$ cat src/epr_pkg.sv
package epr_pkg;

  // field widths
  localparam int PixelXW   = 8;
  localparam int PixelYW   = 7;
  localparam int ColorW    = 16;
  localparam int CfgIdxW   = 3;
  localparam int CfgDataW  = 7;

  // shared multiplier
  localparam int MulOpW    = 11;
  localparam int MulProdW  = 2 * MulOpW;

  // geometry
  localparam int EyeCy     = 40;
  localparam int EyeCxLeft = 40;
  localparam int EyeCxRight = 120;
  localparam int EyeRxSq   = 1156;
  localparam int IrisRSq   = 324;

  localparam logic [24:0] EllLimOpen  = 25'(EyeRxSq * 1024);
  localparam logic [24:0] EllLimBlink = 25'(EyeRxSq * 9);
  localparam logic [13:0] EdgeLim     = 14'((EyeRxSq * 3) / 4);

  // ring bounds: frac > T  <=>  id_sq >= ceil((T + 1) * 324 / 256)
  localparam logic [13:0] RingOuter = 14'(((200 + 1) * IrisRSq + 255) / 256);
  localparam logic [13:0] RingMid   = 14'(((120 + 1) * IrisRSq + 255) / 256);
  localparam logic [13:0] RingInner = 14'(((50 + 1) * IrisRSq + 255) / 256);

  localparam logic [ColorW-1:0] ColBlack = 16'h0000;
  localparam logic [ColorW-1:0] ColWhite = 16'hFFFF;
  localparam logic [ColorW-1:0] ColWarm  = 16'hF73B;
  localparam logic [ColorW-1:0] ColFaint = 16'hCEFF;

  localparam logic [31:0] NoiseSeed = 32'd123456789;

  typedef enum logic [1:0] {
    MOOD_OPEN  = 2'd0,
    MOOD_ANGRY = 2'd1,
    MOOD_FLAT  = 2'd2,
    MOOD_SAD   = 2'd3
  } mood_t;

  typedef enum logic [CfgIdxW-1:0] {
    REG_LID_SHAPE    = 3'd0,
    REG_BLINK        = 3'd1,
    REG_OFFSET_X     = 3'd2,
    REG_OFFSET_Y     = 3'd3,
    REG_HUE_PHASE    = 3'd4,
    REG_PUPIL_RADIUS = 3'd5
  } cfg_reg_t;

  typedef enum logic [8:0] {
    S_IDLE   = 9'b000000001,
    S_SQ_DX  = 9'b000000010,
    S_SQ_DY  = 9'b000000100,
    S_SQ_IX  = 9'b000001000,
    S_SQ_IY  = 9'b000010000,
    S_SHADE  = 9'b000100000,
    S_MUL_G  = 9'b001000000,
    S_MUL_B  = 9'b010000000,
    S_FINISH = 9'b100000000
  } state_t;

  typedef struct packed {
    logic       iris;
    logic       pupil;
    logic       glint_hi;
    logic       glint_lo;
    logic [7:0] r;
    logic [7:0] g;
    logic [7:0] b;
  } shade_t;

endpackage

$ cat src/epr_if.sv
interface epr_pixel_if;
  logic                          valid;
  logic                          ready;
  logic [epr_pkg::PixelXW-1:0]   pixel_x;
  logic [epr_pkg::PixelYW-1:0]   pixel_y;

  modport source (output valid, pixel_x, pixel_y, input ready);
  modport sink   (input valid, pixel_x, pixel_y, output ready);
endinterface

interface epr_color_if;
  logic                          valid;
  logic                          ready;
  logic [epr_pkg::ColorW-1:0]    pixel_color;

  modport source (output valid, pixel_color, input ready);
  modport sink   (input valid, pixel_color, output ready);
endinterface

$ cat src/epr_mul.sv
module epr_mul (
  input  logic                                clk,
  input  logic signed [epr_pkg::MulOpW-1:0]   a,
  input  logic signed [epr_pkg::MulOpW-1:0]   b,
  output logic signed [epr_pkg::MulProdW-1:0] p
);
  import epr_pkg::*;

  // registered product
  always_ff @(posedge clk) begin
    p <= a * b;
  end

endmodule

$ cat src/epr_shade.sv
module epr_shade (
  input  logic               eye_sel,
  input  logic signed [7:0]  ix,
  input  logic signed [7:0]  iy,
  input  logic [13:0]        id_sq,
  input  logic [31:0]        noise,
  input  logic [3:0]         pupil_radius,
  output epr_pkg::shade_t    sh
);
  import epr_pkg::*;

  // true when hx^2 + hy^2 <= lim, for lim below 16
  function automatic logic near_sq(input logic signed [8:0] hx,
                                   input logic signed [8:0] hy,
                                   input logic [4:0] lim);
    logic [8:0] ax;
    logic [8:0] ay;
    logic [3:0] sx;
    logic [3:0] sy;
    ax = hx[8] ? 9'(-hx) : 9'(hx);
    ay = hy[8] ? 9'(-hy) : 9'(hy);
    if (ax > 9'd3 || ay > 9'd3) begin
      return 1'b0;
    end
    sx = {2'b00, ax[1:0]} * {2'b00, ax[1:0]};
    sy = {2'b00, ay[1:0]} * {2'b00, ay[1:0]};
    return ({1'b0, sx} + {1'b0, sy}) <= lim;
  endfunction

  logic signed [8:0] ix9, iy9;
  logic signed [8:0] hx_hi, hy_hi, hx_lo, hy_lo;
  logic [7:0]        rad_sq;

  assign ix9    = {ix[7], ix};
  assign iy9    = {iy[7], iy};
  assign hx_hi  = eye_sel ? ix9 + 9'sd6 : ix9 - 9'sd6;
  assign hy_hi  = iy9 + 9'sd6;
  assign hx_lo  = eye_sel ? ix9 + 9'sd3 : ix9 - 9'sd3;
  assign hy_lo  = iy9 + 9'sd4;
  assign rad_sq = 8'(pupil_radius) * 8'(pupil_radius);

  always_comb begin
    sh          = '0;
    sh.iris     = id_sq <= 14'(IrisRSq);
    sh.pupil    = id_sq <= {6'b0, rad_sq};
    sh.glint_hi = near_sq(hx_hi, hy_hi, 5'd9);
    sh.glint_lo = near_sq(hx_lo, hy_lo, 5'd4);

    priority if (id_sq >= RingOuter) begin
      sh.r = 8'd10;  sh.g = 8'd50;  sh.b = 8'd60;
    end else if (id_sq >= RingMid) begin
      sh.r = 8'd20;  sh.g = 8'd120; sh.b = 8'd110;
    end else if (id_sq >= RingInner) begin
      sh.r = 8'd40;  sh.g = 8'd180; sh.b = 8'd160;
    end else begin
      sh.r = 8'd80;  sh.g = 8'd220; sh.b = 8'd200;
    end

    // speckle: bright fleck, then dark fleck
    if (noise[3:0] == 4'h0) begin
      sh.r = 8'd200; sh.g = 8'd160; sh.b = 8'd40;
    end
    if (noise[4:0] == 5'h01) begin
      sh.r = 8'd5;   sh.g = 8'd40;  sh.b = 8'd35;
    end
  end

endmodule

$ cat src/procedural_eye_pixel_renderer_unit.sv
// Shades one pixel of a 160x80 two-eye panel per beat and returns it as RGB565.
// A pixel beat is taken only while the sequencer is idle; it then walks eight
// steps, and the last step waits while the result register is still full. The
// steps come from the single registered 11x11 multiplier, used six times per
// pixel: dx^2, dy^2, the two iris-distance squares and the green and blue hue
// gains. Finished results sit in an output register, so the next pixel beat is
// taken while a colour still waits. The speckle generator is a xorshift32 word
// seeded by reset; it steps once for each pixel inside the eye that falls in an
// iris. Configuration writes land at once and are meant for idle periods;
// there is no read-back and no clearing pass.
module procedural_eye_pixel_renderer_unit (
  input  logic                          clk,
  input  logic                          rst,
  epr_pixel_if.sink                     pixel_in,
  epr_color_if.source                   color_out,
  input  logic                          cfg_we,
  input  logic [epr_pkg::CfgIdxW-1:0]   cfg_index,
  input  logic [epr_pkg::CfgDataW-1:0]  cfg_data
);
  import epr_pkg::*;

  // --- configuration registers ---
  mood_t             lid_shape;
  logic              blink_active;
  logic signed [3:0] pupil_offset_x;
  logic signed [3:0] pupil_offset_y;
  logic signed [6:0] hue_phase;
  logic [3:0]        pupil_radius;

  // --- control ---
  state_t      state, state_next;
  logic [31:0] noise_state;
  logic        out_valid;
  logic        out_free;
  logic        in_beat;

  // --- per-pixel payload ---
  logic              band_ok;      // column inside an eye band
  logic              eye_sel;      // 0 left, 1 right
  logic [6:0]        y_q;
  logic signed [6:0] dx;
  logic signed [7:0] dy;
  logic [10:0]       dx_sq;
  logic [12:0]       dy_sq;
  logic [10:0]       ix_sq;
  logic              eye_ok;       // in an eye band, inside ellipse and below lid
  logic              edge_ring;
  shade_t            shade_q;
  logic [7:0]        g_sc;
  logic [ColorW-1:0] out_color;

  // --- shared multiplier ---
  logic signed [MulOpW-1:0]   mul_a, mul_b;
  logic signed [MulProdW-1:0] prod;

  epr_mul u_mul (
    .clk (clk),
    .a   (mul_a),
    .b   (mul_b),
    .p   (prod)
  );

  // saturating >>8 of a non-negative gain product
  function automatic logic [7:0] sat_gain(input logic signed [MulProdW-1:0] p);
    logic [MulProdW-9:0] v;
    v = p[MulProdW-1:8];
    return (v > (MulProdW-8)'(255)) ? 8'hFF : v[7:0];
  endfunction

  assign in_beat  = pixel_in.valid && pixel_in.ready;
  assign out_free = !out_valid || color_out.ready;

  assign pixel_in.ready        = (state == S_IDLE);
  assign color_out.valid       = out_valid;
  assign color_out.pixel_color = out_color;

  // --- column bands and centre offsets at accept ---
  logic              band_in, sel_in;
  logic signed [8:0] dx_full;
  logic signed [7:0] dy_in;

  always_comb begin
    band_in = 1'b0;
    sel_in  = 1'b0;
    priority if (pixel_in.pixel_x < 8'd6) begin
      band_in = 1'b0;
    end else if (pixel_in.pixel_x < 8'd75) begin
      band_in = 1'b1;
    end else if (pixel_in.pixel_x < 8'd86) begin
      band_in = 1'b0;
    end else if (pixel_in.pixel_x < 8'd155) begin
      band_in = 1'b1;
      sel_in  = 1'b1;
    end else begin
      band_in = 1'b0;
    end
    dx_full = $signed({1'b0, pixel_in.pixel_x})
            - (sel_in ? 9'(EyeCxRight) : 9'(EyeCxLeft));
    dy_in   = $signed({1'b0, pixel_in.pixel_y}) - 8'(EyeCy);
  end

  // --- iris-relative coordinates (offsets are to stay put during an item; not enforced here) ---
  logic signed [8:0] ix_full, iy_full;
  logic signed [7:0] ix, iy;

  assign ix_full = {{2{dx[6]}}, dx} - {{5{pupil_offset_x[3]}}, pupil_offset_x};
  assign iy_full = {dy[7], dy} - {{5{pupil_offset_y[3]}}, pupil_offset_y};
  assign ix      = ix_full[7:0];
  assign iy      = iy_full[7:0];

  // --- ellipse, eyelid and warm edge from the registered squares ---
  logic [24:0]       ell_x, ell_y, ell_lim;
  logic signed [7:0] inner;
  logic signed [9:0] inner3;
  logic [6:0]        inner_mag;
  logic [14:0]       div_prod;
  logic signed [7:0] lid_q, lid;
  logic              lid_cut;
  logic              eye_ok_next;

  always_comb begin
    ell_x   = blink_active ? 25'(dx_sq) * 25'd9 : 25'(dx_sq) << 10;
    ell_y   = 25'(dy_sq) * 25'(EyeRxSq);
    ell_lim = blink_active ? EllLimBlink : EllLimOpen;

    // (inner * 3) / 7 toward zero; |inner*3| <= 102, reciprocal 293/2048
    inner     = eye_sel ? -{dx[6], dx} : {dx[6], dx};
    inner3    = {{2{inner[7]}}, inner} * 10'sd3;
    inner_mag = inner3[9] ? 7'(-inner3) : 7'(inner3);
    div_prod  = 15'(inner_mag) * 15'd293;
    lid_q     = inner3[9] ? -{4'b0, div_prod[14:11]} : {4'b0, div_prod[14:11]};

    lid     = 8'sd0;
    lid_cut = 1'b0;
    unique case (lid_shape)
      MOOD_OPEN:  lid_cut = 1'b0;
      MOOD_ANGRY: begin
        lid     = 8'sd32 - lid_q;
        lid_cut = $signed({1'b0, y_q}) <= lid;
      end
      MOOD_FLAT: begin
        lid     = 8'sd26;
        lid_cut = $signed({1'b0, y_q}) <= lid;
      end
      MOOD_SAD: begin
        lid     = 8'sd18 + lid_q;
        lid_cut = $signed({1'b0, y_q}) <= lid;
      end
      default: lid_cut = 1'b0;
    endcase

    eye_ok_next = band_ok && !((ell_x + ell_y) > ell_lim)
                && !(lid_cut && !blink_active);
  end

  // --- noise step and iris shading ---
  logic [31:0] ns1, ns2, noise_nx;
  logic [13:0] id_sq;
  shade_t      sh;

  assign ns1      = noise_state ^ (noise_state << 13);
  assign ns2      = ns1 ^ (ns1 >> 17);
  assign noise_nx = ns2 ^ (ns2 << 5);
  assign id_sq    = {3'b0, ix_sq} + 14'(prod[13:0]);

  epr_shade u_shade (
    .eye_sel      (eye_sel),
    .ix           (ix),
    .iy           (iy),
    .id_sq        (id_sq),
    .noise        (noise_nx),
    .pupil_radius (pupil_radius),
    .sh           (sh)
  );

  // --- multiplier operand select ---
  logic signed [10:0] gain_g, gain_b;

  assign gain_g = 11'sd256 - {{4{hue_phase[6]}}, hue_phase};
  assign gain_b = 11'sd256 + {{4{hue_phase[6]}}, hue_phase};

  always_comb begin
    mul_a = '0;
    mul_b = '0;
    unique case (state)
      S_SQ_DX: begin
        mul_a = {{4{dx[6]}}, dx};
        mul_b = {{4{dx[6]}}, dx};
      end
      S_SQ_DY: begin
        mul_a = {{3{dy[7]}}, dy};
        mul_b = {{3{dy[7]}}, dy};
      end
      S_SQ_IX: begin
        mul_a = {{3{ix[7]}}, ix};
        mul_b = {{3{ix[7]}}, ix};
      end
      S_SQ_IY: begin
        mul_a = {{3{iy[7]}}, iy};
        mul_b = {{3{iy[7]}}, iy};
      end
      S_MUL_G: begin
        mul_a = $signed({3'b0, shade_q.g});
        mul_b = gain_g;
      end
      // blue operands held through the finish wait, so the product stays put
      S_MUL_B, S_FINISH: begin
        mul_a = $signed({3'b0, shade_q.b});
        mul_b = gain_b;
      end
      S_IDLE, S_SHADE: begin
        mul_a = '0;
        mul_b = '0;
      end
      default: begin
        mul_a = '0;
        mul_b = '0;
      end
    endcase
  end

  // --- sequencer ---
  always_comb begin
    state_next = state;
    unique case (state)
      S_IDLE:   if (in_beat) state_next = S_SQ_DX;
      S_SQ_DX:  state_next = S_SQ_DY;
      S_SQ_DY:  state_next = S_SQ_IX;
      S_SQ_IX:  state_next = S_SQ_IY;
      S_SQ_IY:  state_next = S_SHADE;
      S_SHADE:  state_next = S_MUL_G;
      S_MUL_G:  state_next = S_MUL_B;
      S_MUL_B:  state_next = S_FINISH;
      S_FINISH: if (out_free) state_next = S_IDLE;
      default:  state_next = S_IDLE;
    endcase
  end

  // --- final colour ---
  logic [7:0]        b_sc;
  logic [ColorW-1:0] color_next;

  assign b_sc = sat_gain(prod);

  always_comb begin
    priority if (!eye_ok) begin
      color_next = ColBlack;
    end else if (!shade_q.iris) begin
      color_next = edge_ring ? ColWarm : ColWhite;
    end else if (shade_q.pupil) begin
      color_next = ColBlack;
    end else if (shade_q.glint_lo) begin
      color_next = ColFaint;
    end else if (shade_q.glint_hi) begin
      color_next = ColWhite;
    end else begin
      color_next = {shade_q.r[7:3], g_sc[7:2], b_sc[7:3]};
    end
  end

  // --- control registers ---
  always_ff @(posedge clk) begin
    if (rst) begin
      state          <= S_IDLE;
      out_valid      <= 1'b0;
      noise_state    <= NoiseSeed;
      lid_shape      <= MOOD_OPEN;
      blink_active   <= 1'b0;
      pupil_offset_x <= 4'sd0;
      pupil_offset_y <= 4'sd0;
      hue_phase      <= 7'sd0;
      pupil_radius   <= 4'd6;
    end else begin
      state <= state_next;

      if (state == S_FINISH && out_free) begin
        out_valid <= 1'b1;
      end else if (color_out.ready) begin
        out_valid <= 1'b0;
      end

      // speckle word steps once per iris pixel inside the eye
      if (state == S_SHADE && eye_ok && sh.iris) begin
        noise_state <= noise_nx;
      end

      if (cfg_we) begin
        unique case (cfg_reg_t'(cfg_index))
          REG_LID_SHAPE:    lid_shape      <= mood_t'(cfg_data[1:0]);
          REG_BLINK:        blink_active   <= cfg_data[0];
          REG_OFFSET_X:     pupil_offset_x <= cfg_data[3:0];
          REG_OFFSET_Y:     pupil_offset_y <= cfg_data[3:0];
          REG_HUE_PHASE:    hue_phase      <= cfg_data[6:0];
          REG_PUPIL_RADIUS: pupil_radius   <= cfg_data[3:0];
          default: ;
        endcase
      end
    end
  end

  // --- payload registers ---
  always_ff @(posedge clk) begin
    if (in_beat) begin
      band_ok <= band_in;
      eye_sel <= sel_in;
      y_q     <= pixel_in.pixel_y;
      dx      <= band_in ? dx_full[6:0] : 7'sd0;
      dy      <= dy_in;
    end
    if (state == S_SQ_DY) begin
      dx_sq <= prod[10:0];
    end
    if (state == S_SQ_IX) begin
      dy_sq <= prod[12:0];
    end
    if (state == S_SQ_IY) begin
      ix_sq     <= prod[10:0];
      eye_ok    <= eye_ok_next;
      edge_ring <= (14'(dx_sq) + 14'(dy_sq)) > EdgeLim;
    end
    if (state == S_SHADE) begin
      shade_q <= sh;
    end
    if (state == S_MUL_B) begin
      g_sc <= sat_gain(prod);
    end
    if (state == S_FINISH && out_free) begin
      out_color <= color_next;
    end
  end

`ifndef SYNTHESIS
  // an accepted pixel starts the multiply sequence on the next cycle
  a_start: assert property (@(posedge clk) disable iff (rst)
    in_beat |=> state == S_SQ_DX)
    else $error("sequencer did not start after pixel beat");

  // a finished pixel waits while the result register is still occupied
  a_wait: assert property (@(posedge clk) disable iff (rst)
    (state == S_FINISH && out_valid && !color_out.ready) |=> state == S_FINISH)
    else $error("result overwritten while still pending");

  // speckle word moves only in the shading step
  a_noise: assert property (@(posedge clk) disable iff (rst)
    (!$past(rst) && noise_state != $past(noise_state)) |-> $past(state) == S_SHADE)
    else $error("noise word stepped outside shading");

  // any pupil lies within the iris
  a_pupil: assert property (@(posedge clk) disable iff (rst)
    state == S_MUL_G |-> (!shade_q.pupil || shade_q.iris))
    else $error("pupil flagged outside iris");
`endif

endmodule
$ cat src/flat_wrapper.sv
// flat-port wrapper written by rule: the top's interface ports become plain ports
module procedural_eye_pixel_renderer_unit_flat import epr_pkg::*;
  (clk, rst, cfg_we, cfg_index, cfg_data, pixel_in_valid, pixel_in_pixel_x, pixel_in_pixel_y, pixel_in_ready, color_out_valid, color_out_pixel_color, color_out_ready);
  epr_pixel_if pixel_in_i ();
  epr_color_if color_out_i ();
  input  logic clk;
  input  logic rst;
  input  logic cfg_we;
  input  logic [epr_pkg::CfgIdxW-1:0] cfg_index;
  input  logic [epr_pkg::CfgDataW-1:0] cfg_data;
  input wire logic [$bits(pixel_in_i.valid)-1:0] pixel_in_valid;
  input wire logic [$bits(pixel_in_i.pixel_x)-1:0] pixel_in_pixel_x;
  input wire logic [$bits(pixel_in_i.pixel_y)-1:0] pixel_in_pixel_y;
  output wire logic [$bits(pixel_in_i.ready)-1:0] pixel_in_ready;
  output wire logic [$bits(color_out_i.valid)-1:0] color_out_valid;
  output wire logic [$bits(color_out_i.pixel_color)-1:0] color_out_pixel_color;
  input wire logic [$bits(color_out_i.ready)-1:0] color_out_ready;
  assign pixel_in_i.valid = pixel_in_valid;
  assign pixel_in_i.pixel_x = pixel_in_pixel_x;
  assign pixel_in_i.pixel_y = pixel_in_pixel_y;
  assign pixel_in_ready = pixel_in_i.ready;
  assign color_out_valid = color_out_i.valid;
  assign color_out_pixel_color = color_out_i.pixel_color;
  assign color_out_i.ready = color_out_ready;
  procedural_eye_pixel_renderer_unit u_core (.clk(clk), .rst(rst), .pixel_in(pixel_in_i), .color_out(color_out_i), .cfg_we(cfg_we), .cfg_index(cfg_index), .cfg_data(cfg_data));
endmodule
$ cat config.mk
export PLATFORM = sky130hd
export DESIGN_NAME = procedural_eye_pixel_renderer_unit_flat
export DESIGN_NICKNAME = d
export VERILOG_FILES = /design/src/epr_pkg.sv /design/src/epr_if.sv /design/src/epr_mul.sv /design/src/epr_shade.sv /design/src/procedural_eye_pixel_renderer_unit.sv /design/src/flat_wrapper.sv
export SDC_FILE = /design/constraint.sdc
export NUM_CORES = 1
export LEC_CHECK = 0
export BUFFER_PORTS_ARGS = -buffer_cell sky130_fd_sc_hd__buf_2
export CAP_MARGIN = 20
export CORE_UTILIZATION = 65
export CTS_BUF_LIST = sky130_fd_sc_hd__clkbuf_16
export DETAILED_ROUTE_END_ITERATION = 10
export GPL_TIMING_DRIVEN = 0
export PLACE_DENSITY_LB_ADDON = 0.08
export SYNTH_ARGS = -nofsm -noshare
export SYNTH_HDL_FRONTEND = slang
export SYNTH_HIERARCHICAL = 1
export SYNTH_SLANG_ARGS = --single-unit
$ cat constraint.sdc
create_clock -name clk -period 11.9 [get_ports clk]
set_input_delay 0 -clock clk [delete_from_list [all_inputs] [get_ports clk]]
set_output_delay 0 -clock clk [all_outputs]
set_load 0.01 [all_outputs]
* Word-level counts from Yosys, hierarchy flattened
Cells that the tools add are included.
** Storage, ports and cells
- Output and inout port bits :: 18
- Flip-flop bits (word level) :: 198
** Operators by class
- Bitwise logic cells :: 3
- Multipliers :: 10
- Eq/ne operators :: 20
- Add/subtract/negate cells :: 26
- $lt $le $gt $ge :: 21
- Reductions and logical operators :: 29
- Mux-type cells :: 42
** Operators with widths (count)
- one-hot mux 11 bit (6 select lines) :: 2
- one-hot mux 9 bit (9 select lines) :: 1
- two-way mux 9 bit :: 8
- two-way mux 23 bit :: 3
- two-way mux 16 bit :: 4
- bitwise XOR 32 bit :: 2
- two-way mux 21 bit :: 2
- greater-than comparator 9 x 2 -> 1 bit, second input constant :: 4
- negation 9 bit :: 4
- bitwise XOR 32 x 15 -> 32 bit :: 1
- greater-or-equal comparator 14 x 8 -> 1 bit, second input constant :: 2
- adder 8 x 4 -> 9 bit, second input constant :: 3
- adder 25 x 24 -> 25 bit :: 1
- greater-than comparator 25 bit :: 1
- two-way mux 24 bit :: 1
- two-way mux 8 bit :: 3
- multiplier 11 x 11 -> 22 bit :: 1
- multiplier 13 x 9 -> 22 bit, second input constant :: 1
- <= comparator 8 bit :: 2
- less-than comparator 8 x 7 -> 1 bit, second input constant :: 2
- multiplier 2 x 2 -> 4 bit :: 4
- multiplier 11 x 4 -> 15 bit, second input constant :: 1
- multiplier 7 x 9 -> 15 bit, second input constant :: 1
- adder 11 x 13 -> 14 bit :: 1
- other kinds (60) :: 96

* Logic depth before layout (Yosys ltp)
Gate-level depths: netlist of the first run.
- Word-level depth :: 14
- Gate-level depth with buffers :: 41
- Mapped depth without buffers :: 40

* Cells and area by module
Netlist of the first run, hierarchy kept.
** Modules (own cells, without submodules)
- procedural_eye_pixel_renderer_unit :: times used 1, area each 13178.9 sq um, cells an instance 1390
- epr_mul :: times used 1, area each 5270.1 sq um, cells an instance 583
- epr_shade :: times used 1, area each 2572.5 sq um, cells an instance 351

* Least setup slack after synthesis of the first run
OpenSTA, ideal clock, no wires.
- Kind :: reg-to-reg
- Start :: register u_core.dx[0]
- End :: register u_core.eye_ok, data pin
- Clock period less this slack :: 8.768 ns
- Stages on the path, launching flop included :: 41
- Path slack :: 3.132 ns
- Arrival :: 8.503 ns
- Required time :: 11.634 ns
- Setup time :: 0.266 ns
- Cell sequence :: edfxtp_1 > buf_6 > inv_1 > ha_1 > nand2_1 > o21ai_0 > ha_1 > fa_1 > xor2_1 > or3b_2 > o31ai_1 > xor2_1 > ha_1 > inv_1 > fa_1 > inv_1 > ha_1 > fa_1 > [5 not listed] > xnor2_1 > ha_1 > nor2_1 > xnor2_1 > inv_1 > ha_1 > inv_1 > ha_1 > o21a_1 > o21a_1 > o21a_1 > o21a_1 > o21a_1 > o221ai_1 > o2111ai_1 > or3_1 > o2111ai_1 > a211oi_2
** Between the ends
- Word-level cells in the longest chain between the ends :: 14
** RTL lines
- start, declared :: RTL line procedural_eye_pixel_renderer_unit.sv:41 : logic signed [6:0] dx;
- start signal, assigned :: RTL line procedural_eye_pixel_renderer_unit.sv:307 : dx <= band_in ? dx_full[6:0] : 7'sd0;
- negation 8 bit :: RTL line procedural_eye_pixel_renderer_unit.sv:127 : inner = eye_sel ? -{dx[6], dx} : {dx[6], dx};
- two-way mux 8 bit * :: RTL line procedural_eye_pixel_renderer_unit.sv:127
- multiplier 10 x 2 -> 10 bit * :: RTL line procedural_eye_pixel_renderer_unit.sv:128 : inner3 = {{2{inner[7]}}, inner} * 10'sd3;
- negation 7 bit :: RTL line procedural_eye_pixel_renderer_unit.sv:129 : inner_mag = inner3[9] ? 7'(-inner3) : 7'(inner3);
- two-way mux 7 bit :: RTL line procedural_eye_pixel_renderer_unit.sv:129
- multiplier 7 x 9 -> 15 bit :: RTL line procedural_eye_pixel_renderer_unit.sv:130 : div_prod = 15'(inner_mag) * 15'd293;
- negation 4 -> 8 bit :: RTL line procedural_eye_pixel_renderer_unit.sv:131 : lid_q = inner3[9] ? -{4'b0, div_prod[14:11]} : {4'b0, div_prod[14:11]};
- two-way mux 8 bit * :: RTL line procedural_eye_pixel_renderer_unit.sv:131
- adder 6 x 8 -> 8 bit / subtractor 7 x 8 -> 8 bit (equally long branches) :: RTL line procedural_eye_pixel_renderer_unit.sv:146, procedural_eye_pixel_renderer_unit.sv:138
- <= comparator 8 bit, on equally long branches :: RTL line procedural_eye_pixel_renderer_unit.sv:147, procedural_eye_pixel_renderer_unit.sv:139
- one-hot mux 1 bit (4 select lines) * :: RTL line procedural_eye_pixel_renderer_unit.sv:135 : unique case (lid_shape)
- logical AND 1 bit * :: RTL line procedural_eye_pixel_renderer_unit.sv:153 : && !(lid_cut && !blink_active);
- logical NOT 1 bit * :: RTL line procedural_eye_pixel_renderer_unit.sv:153
- logical AND 1 bit * :: RTL line procedural_eye_pixel_renderer_unit.sv:153
- named net u_core.eye_ok_next :: RTL line procedural_eye_pixel_renderer_unit.sv:119 : logic eye_ok_next;
- end signal, assigned :: RTL line procedural_eye_pixel_renderer_unit.sv:318 : eye_ok <= eye_ok_next;
- end, declared :: RTL line procedural_eye_pixel_renderer_unit.sv:46 : logic eye_ok;
Mark *: on every way through the listed nets, which the timed path passes. The rest lies on a longest branch.
A chain may end at the register's enable or synchronous reset.

* Worst setup path after layout of the first run
Ends and elaborated chain as after synthesis.

==> metrics.csv, run 1 <==
metric,value,unit
total number of yosys warnings,6,
maximum vdd drop,0.000486,V
"top library cells by usage in the layout, fill and taps aside","sky130_fd_sc_hd__inv_1, sky130_fd_sc_hd__ha_1, sky130_fd_sc_hd__nand2_1",
clock tree from TritonCTS,built,
Gate power share,0.675,
number of buffers created by CTS,17,
kind of launch point of the worst setup path,register,
post-CTS resize count,0,
setup TNS,0,ns
Die Area,0.0330,mm^2
number of cells on the worst reg-to-reg path,40,
maximum number of pins on one net before global-route repair,23,
pre-CTS WS,1.94,ns
Worst Path Arrival,10.09,ns
Max Clock Skew,0.0144,ns
relative slew slack,0.266,
sink count of the clock tree,191,
fraction of power spent switching nets,0.451,
post-DR vias/cell,5.94,
number of filler cells placed in the layout,2473,
Critical Path Most Common Cell,sky130_fd_sc_hd__ha_1,
top layer used by detailed routing,met4,
Clock transition at path regs,0.08,ns
number of placement rows,65,
most common library cell in the layout ignoring fill and taps,sky130_fd_sc_hd__inv_1,
Maximum Capacitance Violations,0,
Max Clk Rate,101,MHz
first-pass GRT wire length,81.9,mm
"Cell Area, Synth",0.0210,mm^2
Setup WS post-layout,1.98,ns
net count of the mapped netlist,2761,
setup repair after global routing missed its margin,no,
WP data required,12.07,ns
htree depth,4,
worst-case clock buffer depth,2,
Static Leakage,10.5,nW
chip width,182,um
detailed-routing iteration count for the pre-antenna-repair pass,5,
count of hold-fix buffers inserted at cts,23,
clock share of power,0.144,
number of antenna violations at the first check in global routing,0,
number of hold violations in the final report,0,
Avg Inst Size Synth,9.05,um^2
HPWL Detailed,38.3,mm
postcts setup bufs,0,
number of pins with negative max-slew slack in the final report,0,
routed length on met1,21.1,mm
Die Y,182,um
number of input and output port buffers inserted,45,
iteration-0 DRC count of the detailed router,1074,
met2 WL post-DR,23.4,mm
cell with the largest stage delay on the worst path,sky130_fd_sc_hd__or3b_2,
class of the tightest hold or removal check,in2reg,
fraction of layout cells with a size suffix above 1,0.0651,
Hold Path Cell Cnt,3,
global route total overflow,0,
Total Routing Usage GR,0.309,
critical-path maximum fanout,10,
share of total power in sequential cells,0.181,
via count of the first global-routing pass,16900,
PwrDens,177,mW/mm^2
number of primary I/O pins,48,
post-route clock period utilization,0.833,
capturing element type of the critical path,register,
post-DR wirelength/cell,17.2,um
antenna violation net count after detailed routing,0,
final estimated routing congestion in global placement,0.934,
final critical path time including I/O delays and setup,9.92,ns
effective utilization at floorplan,0.664,
total power,4.00,mW
Core Area,0.0316,mm^2
run status,"complete, no violations",
synthesis-to-layout area growth,7.75,%
DRT Wirelength,48.6,mm
setup violation total in the final timing report,0,
net switching component of the power,1.80,mW
total number of vias,16800,
DRC violations left,0,
root buffer selected by CTS,sky130_fd_sc_hd__clkbuf_16,
number of nets in the layout,2854,
Internal,2.19,mW
largest stage delay on the critical path,0.47,ns
clk_lat worst skew,0.45,ns
instance count of the mapped netlist,2321,
worst slew pin tran,1.10,ns
metal3 WL,2.09,mm
crit path kind,reg2reg,
-- critical path, delay by kind of cell, from the launching register on --
| kind | cells | cell delay (ns) |
|---|---|---|
| XOR/XNOR | 4 | 1.11 |
| AO/OA/AOI/OAI | 12 | 2.40 |
| buffers and inverters | 5 | 0.55 |
| flip-flops | 1 | 0.46 |
| AND/OR/NAND/NOR | 8 | 1.77 |
| adder cells (fa/ha/maj) | 11 | 3.36 |
-- power groups by stage --
| stage | combinational (mW) | sequential (mW) | clock [mW] |
|---|---|---|---|
| 2_1_floorplan | 2.14 | 0.731 | 0 |
| 3_3_place_gp | 2.53 | 0.738 | 0 |
| 3_5_place_dp | 2.65 | 0.738 | 0 |
| 4_1_cts | 2.67 | 0.723 | 0.581 |
| 5_1_grt | 3.10 | 0.725 | 0.611 |
| 6_report | 2.70 | 0.724 | 0.575 |
-- flip-flops by register name (all words and copies together), names as in the netlist, 4 cells and up --
signal                        cells
u_core/dx_sq                     11
u_core/pupil_offset_x             4
u_core/ix_sq                     11
u_core/g_sc                       6
u_core/shade_q                   25
u_core/dx                         7
u_core/dy_sq                     13
u_core/dy                         5
u_core/pupil_offset_y             4
u_core/state                      9
u_core/noise_state               32
u_core/color_out.pixel_color     16
u_core/y_q                        7
u_core/pupil_radius               4
u_core/u_mul/p                   22
u_core/hue_phase                  7
-- worst paths after layout --
path                            slack (ns)                    from                endpoint
worst max-delay path                  1.98            u_core/dx[0]           u_core/eye_ok
worst max register to register        1.98            u_core/dx[0]           u_core/eye_ok
worst min-delay path                  0.02         color_out_ready  u_core/color_out.valid
worst min register to register        0.47  u_core/noise_state[27]  u_core/noise_state[27]
-- metal layers --
layer	GRT usage	up-vias
li1	-	8152
met3	0.0345	118
met1	0.401	8089
met2	0.524	462
met5	0	-
met4	0.131	0
-- layout make-up --
cell class / instances / area [um^2] / area share
sequential: 191 / 4870 / 0.215
tap: 402 / 503 / 0.0222
timing repair buffer: 74 / 509 / 0.0225
multi-input combinational: 1783 / 14800 / 0.653
inverter: 275 / 1030 / 0.0457
clock buffer: 18 / 450 / 0.0199
buffer: 72 / 342 / 0.0151
clock inverter: 14 / 138 / 0.00608
antenna: 1 / 2.50 / 0.000111
-- per-stage QoR --
stage               hold WS (ns)  instances  area (um^2)   util
floorplan                 0.0989       2321        21000      -
global placement           0.183       2768        21700  0.687
detailed placement         0.179       2774        21800  0.689
CTS                       0.0174       2829        22600  0.715
global route              0.0512       2829        22600  0.715
finish                    0.0191       2830        22600  0.715
(Power assumes the default switching activity.)
==> run 2: changes to the inputs <==
Clock period 11.9 ns to 9.71 ns, I/O delays scaled along.
==> run 2 against run 1 <==
Against the previous run: hold slack lost 0.0017 ns; critical endpoint unchanged; utilization grew 0.37 points; clock skew shrank 0.00062 ns; via count grew 0.45%.
==> metrics.csv, run 2 (synthesis results as in run 1) <==
metric,value,unit
run status,"complete, no violations",
number of hold violations in the final report,0,
share of total power in sequential cells,0.173,
Die Y,182,um
maximum vdd drop,0.000873,V
PwrDens,225,mW/mm^2
Worst Path Arrival,9.45,ns
total power,5.12,mW
relative slew slack,0.262,
Core Area,0.0316,mm^2
capturing element type of the critical path,register,
number of input and output port buffers inserted,45,
post-route clock period utilization,0.955,
global route total overflow,0,
Static Leakage,10.5,nW
worst slew pin tran,1.11,ns
maximum number of pins on one net before global-route repair,23,
clk_lat worst skew,0.45,ns
DRT Wirelength,48.8,mm
first-pass GRT wire length,81.9,mm
detailed-routing iteration count for the pre-antenna-repair pass,5,
iteration-0 DRC count of the detailed router,1114,
number of filler cells placed in the layout,2448,
kind of launch point of the worst setup path,register,
Hold Crit Endpoint,u_core/color_out.valid,
number of primary I/O pins,48,
number of buffers created by CTS,17,
number of flip-flops in the largest register,32,
fraction of layout cells with a size suffix above 1,0.0723,
root buffer selected by CTS,sky130_fd_sc_hd__clkbuf_16,
Util after Layout,0.719,
setup violation total in the final timing report,0,
critical-path maximum fanout,10,
final critical path time including I/O delays and setup,9.27,ns
WP data required,9.89,ns
register with the most flip-flops,u_core/noise_state,
Clock transition at path regs,0.08,ns
final non-filler cell total,2836,
minimum setup slack among reg-to-reg paths,0.44,ns
Critical Path Most Common Cell,sky130_fd_sc_hd__ha_1,
cell with the largest stage delay on the worst path,sky130_fd_sc_hd__or3b_2,
net switching component of the power,2.28,mW
class of the tightest hold or removal check,in2reg,
number of placement rows,65,
effective utilization at floorplan,0.664,
post-DR wirelength/cell,17.2,um
cell type group with the largest total delay on the critical path,adder cells,
number of nets in the layout,2860,
Max Clk Rate,108,MHz
HPWL Detailed,38.3,mm
sink count of the clock tree,191,
Hold Path Cell Cnt,3,
Maximum Capacitance Violations,0,
most common library cell in the layout ignoring fill and taps,sky130_fd_sc_hd__inv_1,
worst-case clock buffer depth,2,
post-DR vias/cell,5.96,
Die Area,0.0330,mm^2
area of the multi-input gates,0.0148,mm^2
"top library cells by usage in the layout, fill and taps aside","sky130_fd_sc_hd__inv_1, sky130_fd_sc_hd__ha_1, sky130_fd_sc_hd__nand2_1",
htree depth,4,
final estimated routing congestion in global placement,0.934,
chip width,182,um
endpoint of the lowest-slack register-to-register path,u_core/eye_ok,
antenna violation net count after detailed routing,0,
fraction of power spent switching nets,0.445,
crit path kind,reg2reg,
Gate power share,0.689,
clock tree from TritonCTS,built,
number of antenna violations at the first check in global routing,0,
largest stage delay on the critical path,0.51,ns
total number of vias,16900,
number of cells on the worst reg-to-reg path,37,
FF+latch area,0.00487,mm^2
origin of the critical flop-to-flop path,u_core/dx[0],
DRC violations left,0,
Internal,2.84,mW
Max Clock Skew,0.0137,ns
largest registers ranked by flip-flop count,"u_core/noise_state: 32 flops, u_core/shade_q: 25 flops, u_core/u_mul/p: 22 flops",
synthesis-to-layout area growth,8.30,%
setup TNS,0,ns
clock share of power,0.138,
Total Routing Usage GR,0.309,
via count of the first global-routing pass,16900,
crit path buf inv count,4,
number of pins with negative max-slew slack in the final report,0,
placed insts,2774,
beginning of the worst hold path,color_out_ready,
run 2: through the flow:
step / area (um^2) / hold slack (ns) / worst slack, ns
floorplan: 21000 / 0.0989 / 0.942
global placement: 21700 / 0.183 / -0.0198
detailed placement: 21800 / 0.179 / -0.247
CTS: 22600 / 0.0174 / 0.0241
global route: 22700 / 0.0512 / -0.0103
finish: 22700 / 0.0174 / 0.438
run 2: power groups by stage:
stage / registers (mW) / clock network [mW] / logic (mW)
floorplan: 0.896 / 0 / 2.62
global placement: 0.904 / 0 / 3.10
detailed placement: 0.904 / 0 / 3.25
CTS: 0.886 / 0.712 / 3.31
global route: 0.888 / 0.749 / 4.03
finish: 0.887 / 0.705 / 3.53
run 2: worst max-delay path by stage:
stage,from,end,cells past startpoint
after floorplan,u_core/dx[0],u_core/eye_ok,40
after global placement,u_core/dx[0],u_core/eye_ok,40
after detailed placement,u_core/dx[0],u_core/eye_ok,40
after CTS,u_core/dx[0],u_core/eye_ok,40
after global routing,u_core/eye_sel,u_core/eye_ok,36
final,u_core/dx[0],u_core/eye_ok,37
run 2: per-layer routing:
metal  vias up  track usage  wire, um
met5         -            0         0
met4         0        0.131      1920
met3       112       0.0345      2270
li1       8156            -         -
met2       472        0.524     23600
met1      8156        0.400     21000
run 2: layout make-up:
cell class                 instances  area share
antenna                            1    0.000110
buffer                            72      0.0150
clock buffer                      18      0.0198
clock inverter                    14     0.00605
inverter                         275      0.0457
multi-input combinational       1783       0.653
sequential                       191       0.214
tap                              402      0.0221
timing repair buffer              80      0.0244
run 2: worst register-to-register path, delay by kind of cell, from the launching register on:
kind	cells	cell delay, ns
DFF	1	0.39
xor gates and xnor gates	5	0.95
adders and majority gates	9	2.94
buffers and inverters	4	0.43
AOI/OAI and AO/OA	12	2.43
and+or+nand+nor	7	1.87
run 2: repair_timing:
item,4_1_cts,5_1_grt
hold endpoints to repair,38,0
hold buffers,23,0
setup endpoints to repair,1,1
setup buffers,1,5
resized for setup,3,11
pin swaps,1,2
==> run 3: changes to the inputs <==
Settings changed: PLACE_DENSITY set to 0.82, PLACE_DENSITY_LB_ADDON 0.08 to unset, SYNTH_HIERARCHICAL 1 to unset.
==> run 3 against run 2 <==
Against the previous run: die area down 3.6%; sequential share of layout area down 0.086 points; critical endpoint is now u_core.eye_ok; final area down 3.3%; worst setup slack better by 0.017 ns; synthesized cell count down 5.3%; clock power up 2%; critical path depth up 1; flip-flop and latch count down 6; sequential power down 3.4%.
==> metrics.csv, run 3 <==
metric,value,unit
critical-path maximum fanout,7,
number of hold violations in the final report,0,
number of pins with negative max-slew slack in the final report,0,
clock tree from TritonCTS,built,
Hold Path Cell Cnt,3,
DRT Wirelength,49.5,mm
library cell with the highest instance count after synthesis,sky130_fd_sc_hd__ha_1,
"top library cells by usage in the layout, fill and taps aside","sky130_fd_sc_hd__ha_1, sky130_fd_sc_hd__inv_1, sky130_fd_sc_hd__nor2_1",
Internal,2.82,mW
clk_lat worst skew,0.45,ns
Core Area,0.0306,mm^2
Post-synth top cells,"sky130_fd_sc_hd__ha_1, sky130_fd_sc_hd__inv_1, sky130_fd_sc_hd__nor2_1",
number of input and output port buffers inserted,47,
primary flip-flop cell chosen by synthesis mapping,sky130_fd_sc_hd__edfxtp_1,
number of buffers created by CTS,17,
xor and xnor area share after synthesis,0.0915,
post-route clock period utilization,0.953,
total number of vias,16600,
HPWL Detailed,38.3,mm
crit path buf inv count,3,
Die Area,0.0318,mm^2
effective utilization at floorplan,0.661,
total power,5.18,mW
number of nets in the layout,2726,
flip-flop and latch count after synthesis,185,
worst slew pin tran,1.27,ns
sink count of the clock tree,185,
Hold Crit Endpoint,u_core.dx[5],
origin of the critical flop-to-flop path,u_core.dx[1],
endpoint of the lowest-slack register-to-register path,u_core.eye_ok,
Die Y,178,um
clock share of power,0.139,
class of the tightest hold or removal check,in2reg,
PwrDens,236,mW/mm^2
cell with the largest stage delay on the worst path,sky130_fd_sc_hd__edfxtp_1,
proportion of synthesized area in mux cells,0.0130,
DRC violations left,0,
minimum setup slack among reg-to-reg paths,0.46,ns
number of flip-flops in the largest register,32,
run status,"complete, no violations",
maximum vdd drop,0.000511,V
final estimated routing congestion in global placement,0.931,
Avg Inst Size Synth,9.20,um^2
Clock transition at path regs,0.08,ns
register with the most flip-flops,u_core.noise_state,
number of logic stages on the critical path including buffering,38,
Critical Path Most Common Cell,sky130_fd_sc_hd__ha_1,
cell type group with the largest total delay on the critical path,adder cells,
Static Leakage,9.95,nW
Synth area leader,sky130_fd_sc_hd__ha_1,
number of primary I/O pins,48,
WP data required,9.89,ns
fraction of power spent switching nets,0.456,
instance count of the mapped netlist,2199,
post-synthesis compound-gate area fraction,0.148,
"top cells by area, synth","sky130_fd_sc_hd__ha_1, sky130_fd_sc_hd__edfxtp_1, sky130_fd_sc_hd__fa_1",
antenna violation net count after detailed routing,0,
Max Clock Skew,0.0142,ns
capturing element type of the critical path,register,
detailed-routing iteration count for the pre-antenna-repair pass,8,
setup violation total in the final timing report,0,
Util after Layout,0.719,
final critical path time including I/O delays and setup,9.25,ns
crit path kind,reg2reg,
post-DR vias/cell,6.14,
chip width,178,um
kind of launch point of the worst setup path,register,
global route total overflow,0,
"Cell Area, Synth",0.0202,mm^2
net switching component of the power,2.37,mW
largest registers ranked by flip-flop count,"u_core.noise_state: 32 flops, u_core.u_mul.p: 22 flops, u_core.shade_q: 19 flops",
post-synth top area share,0.168,
htree depth,4,
largest family of logic cells by synthesized area,adder cells,
Gate power share,0.696,
net count of the mapped netlist,2627,
adder-cell area share of the yosys netlist,0.293,
post-DR wirelength/cell,18.3,um
fraction of the mapped netlist area in simple logic gates,0.165,
most common library cell in the layout ignoring fill and taps,sky130_fd_sc_hd__ha_1,
beginning of the worst hold path,pixel_in_pixel_x[5],
Max Clk Rate,108,MHz
share of total power in sequential cells,0.165,
iteration-0 DRC count of the detailed router,1243,
maximum number of pins on one net before global-route repair,23,
worst-case clock buffer depth,2,
Worst Path Arrival,9.43,ns
Maximum Capacitance Violations,0,
root buffer selected by CTS,sky130_fd_sc_hd__clkbuf_16,
fraction of layout cells with a size suffix above 1,0.0701,
register area share after synthesis,0.232,
"EDFF count, synth",99,
largest stage delay on the critical path,0.62,ns
number of cells on the worst reg-to-reg path,38,
Async SR Flop Fraction,0,
relative slew slack,0.156,
number of antenna violations at the first check in global routing,2,
Total Routing Usage GR,0.321,
via count of the first global-routing pass,16700,
synthesis-to-layout area growth,8.68,%
number of placement rows,64,
first-pass GRT wire length,80.5,mm
total number of yosys warnings,0,
post-synth cell types,96,
[run 3: changes by cell type in the layout (fill, tap and decap cells not counted), moves of 10 or more]
cell / delta
sky130_fd_sc_hd__a21o_1: -11
sky130_fd_sc_hd__buf_4: -10
sky130_fd_sc_hd__fa_1: -13
sky130_fd_sc_hd__nor4_1: +19
sky130_fd_sc_hd__xor2_1: +13
sky130_fd_sc_hd__nor3_1: -17
sky130_fd_sc_hd__nand2_1: -33
sky130_fd_sc_hd__nand3_1: +13
sky130_fd_sc_hd__inv_1: -14
sky130_fd_sc_hd__o21bai_1: -10
sky130_fd_sc_hd__clkbuf_1: -20
sky130_fd_sc_hd__nor2_1: +17
sky130_fd_sc_hd__and2_1: -43
[run 3: logic make-up after synthesis]
kind of cell,Yosys count
and+or+nand+nor,651
AOI/OAI and AO/OA,430
adders and majority gates,398
buffers and inverters,304
xor gates and xnor gates,205
DFF,185
muxes,25
other,1
[run 3: layer usage]
metal	GRT usage	vias up	wire length, um
met1	0.392	8010	20100
met5	0	-	0
li1	-	7871	-
met2	0.569	608	24700
met4	0.144	0	1960
met3	0.0332	139	2800
[run 3: layout make-up]
cell class | count | area (um^2)
clock inverters | 15 | 189
flip-flops and latches | 185 | 4690
inverters | 260 | 981
plain buffers | 44 | 194
well taps | 396 | 495
fillers | 2262 | 8600
repair buffers | 80 | 551
clock buffers | 17 | 425
diodes | 3 | 7.51
multi-input cells | 1710 | 14500
[run 3: power by group through the flow]
stage                     sequential (mW)  clock, mW  combinational, mW
after floorplan                     0.866          0               2.69
after global placement              0.873          0               3.15
after detailed placement            0.874          0               3.36
after CTS                           0.856      0.724               3.48
after global routing                0.858      0.752               4.10
final                               0.857      0.721               3.61
[run 3: worst max-delay path by stage]
stage / to / from
detailed placement: u_core.eye_ok / u_core.dx[0]
global placement: u_core.eye_ok / u_core.dx[0]
global route: u_core.eye_ok / u_core.dx[0]
floorplan: u_core.eye_ok / u_core.dx[0]
finish: u_core.eye_ok / u_core.dx[1]
CTS: u_core.eye_ok / u_core.dx[0]
[run 3: through the flow]
step	setup WS (ns)	std cells	TNS, ns	hold slack [ns]	instance area [um^2]
2_1_floorplan	0.935	2199	0	0.0989	20200
3_3_place_gp	-0.0818	2642	-0.0818	0.178	21000
3_5_place_dp	-0.331	2646	-0.331	0.178	21000
4_1_cts	0.0470	2702	0	0.0395	21900
5_1_grt	-0.0324	2709	-0.0324	0.0766	22000
6_report	0.456	2710	0	0.0536	22000
[run 3: worst register-to-register path, delay by kind of cell, from the launching register on]
family	cells	cell delay [ns]
AND/OR/NAND/NOR	10	1.88
XOR/XNOR	3	0.53
adder cells (fa/ha/maj)	10	3.22
flip-flops	1	0.62
AO/OA/AOI/OAI	12	2.54
buffers and inverters	3	0.21
[run 3: what timing repair did]
action                                  CTS  global route
buffers inserted                          0             5
endpoints found under the hold margin    40             0
resized for setup                         4            16
pin swaps                                 0             3
endpoints found under the setup margin    1             1
hold buffers                             24             0
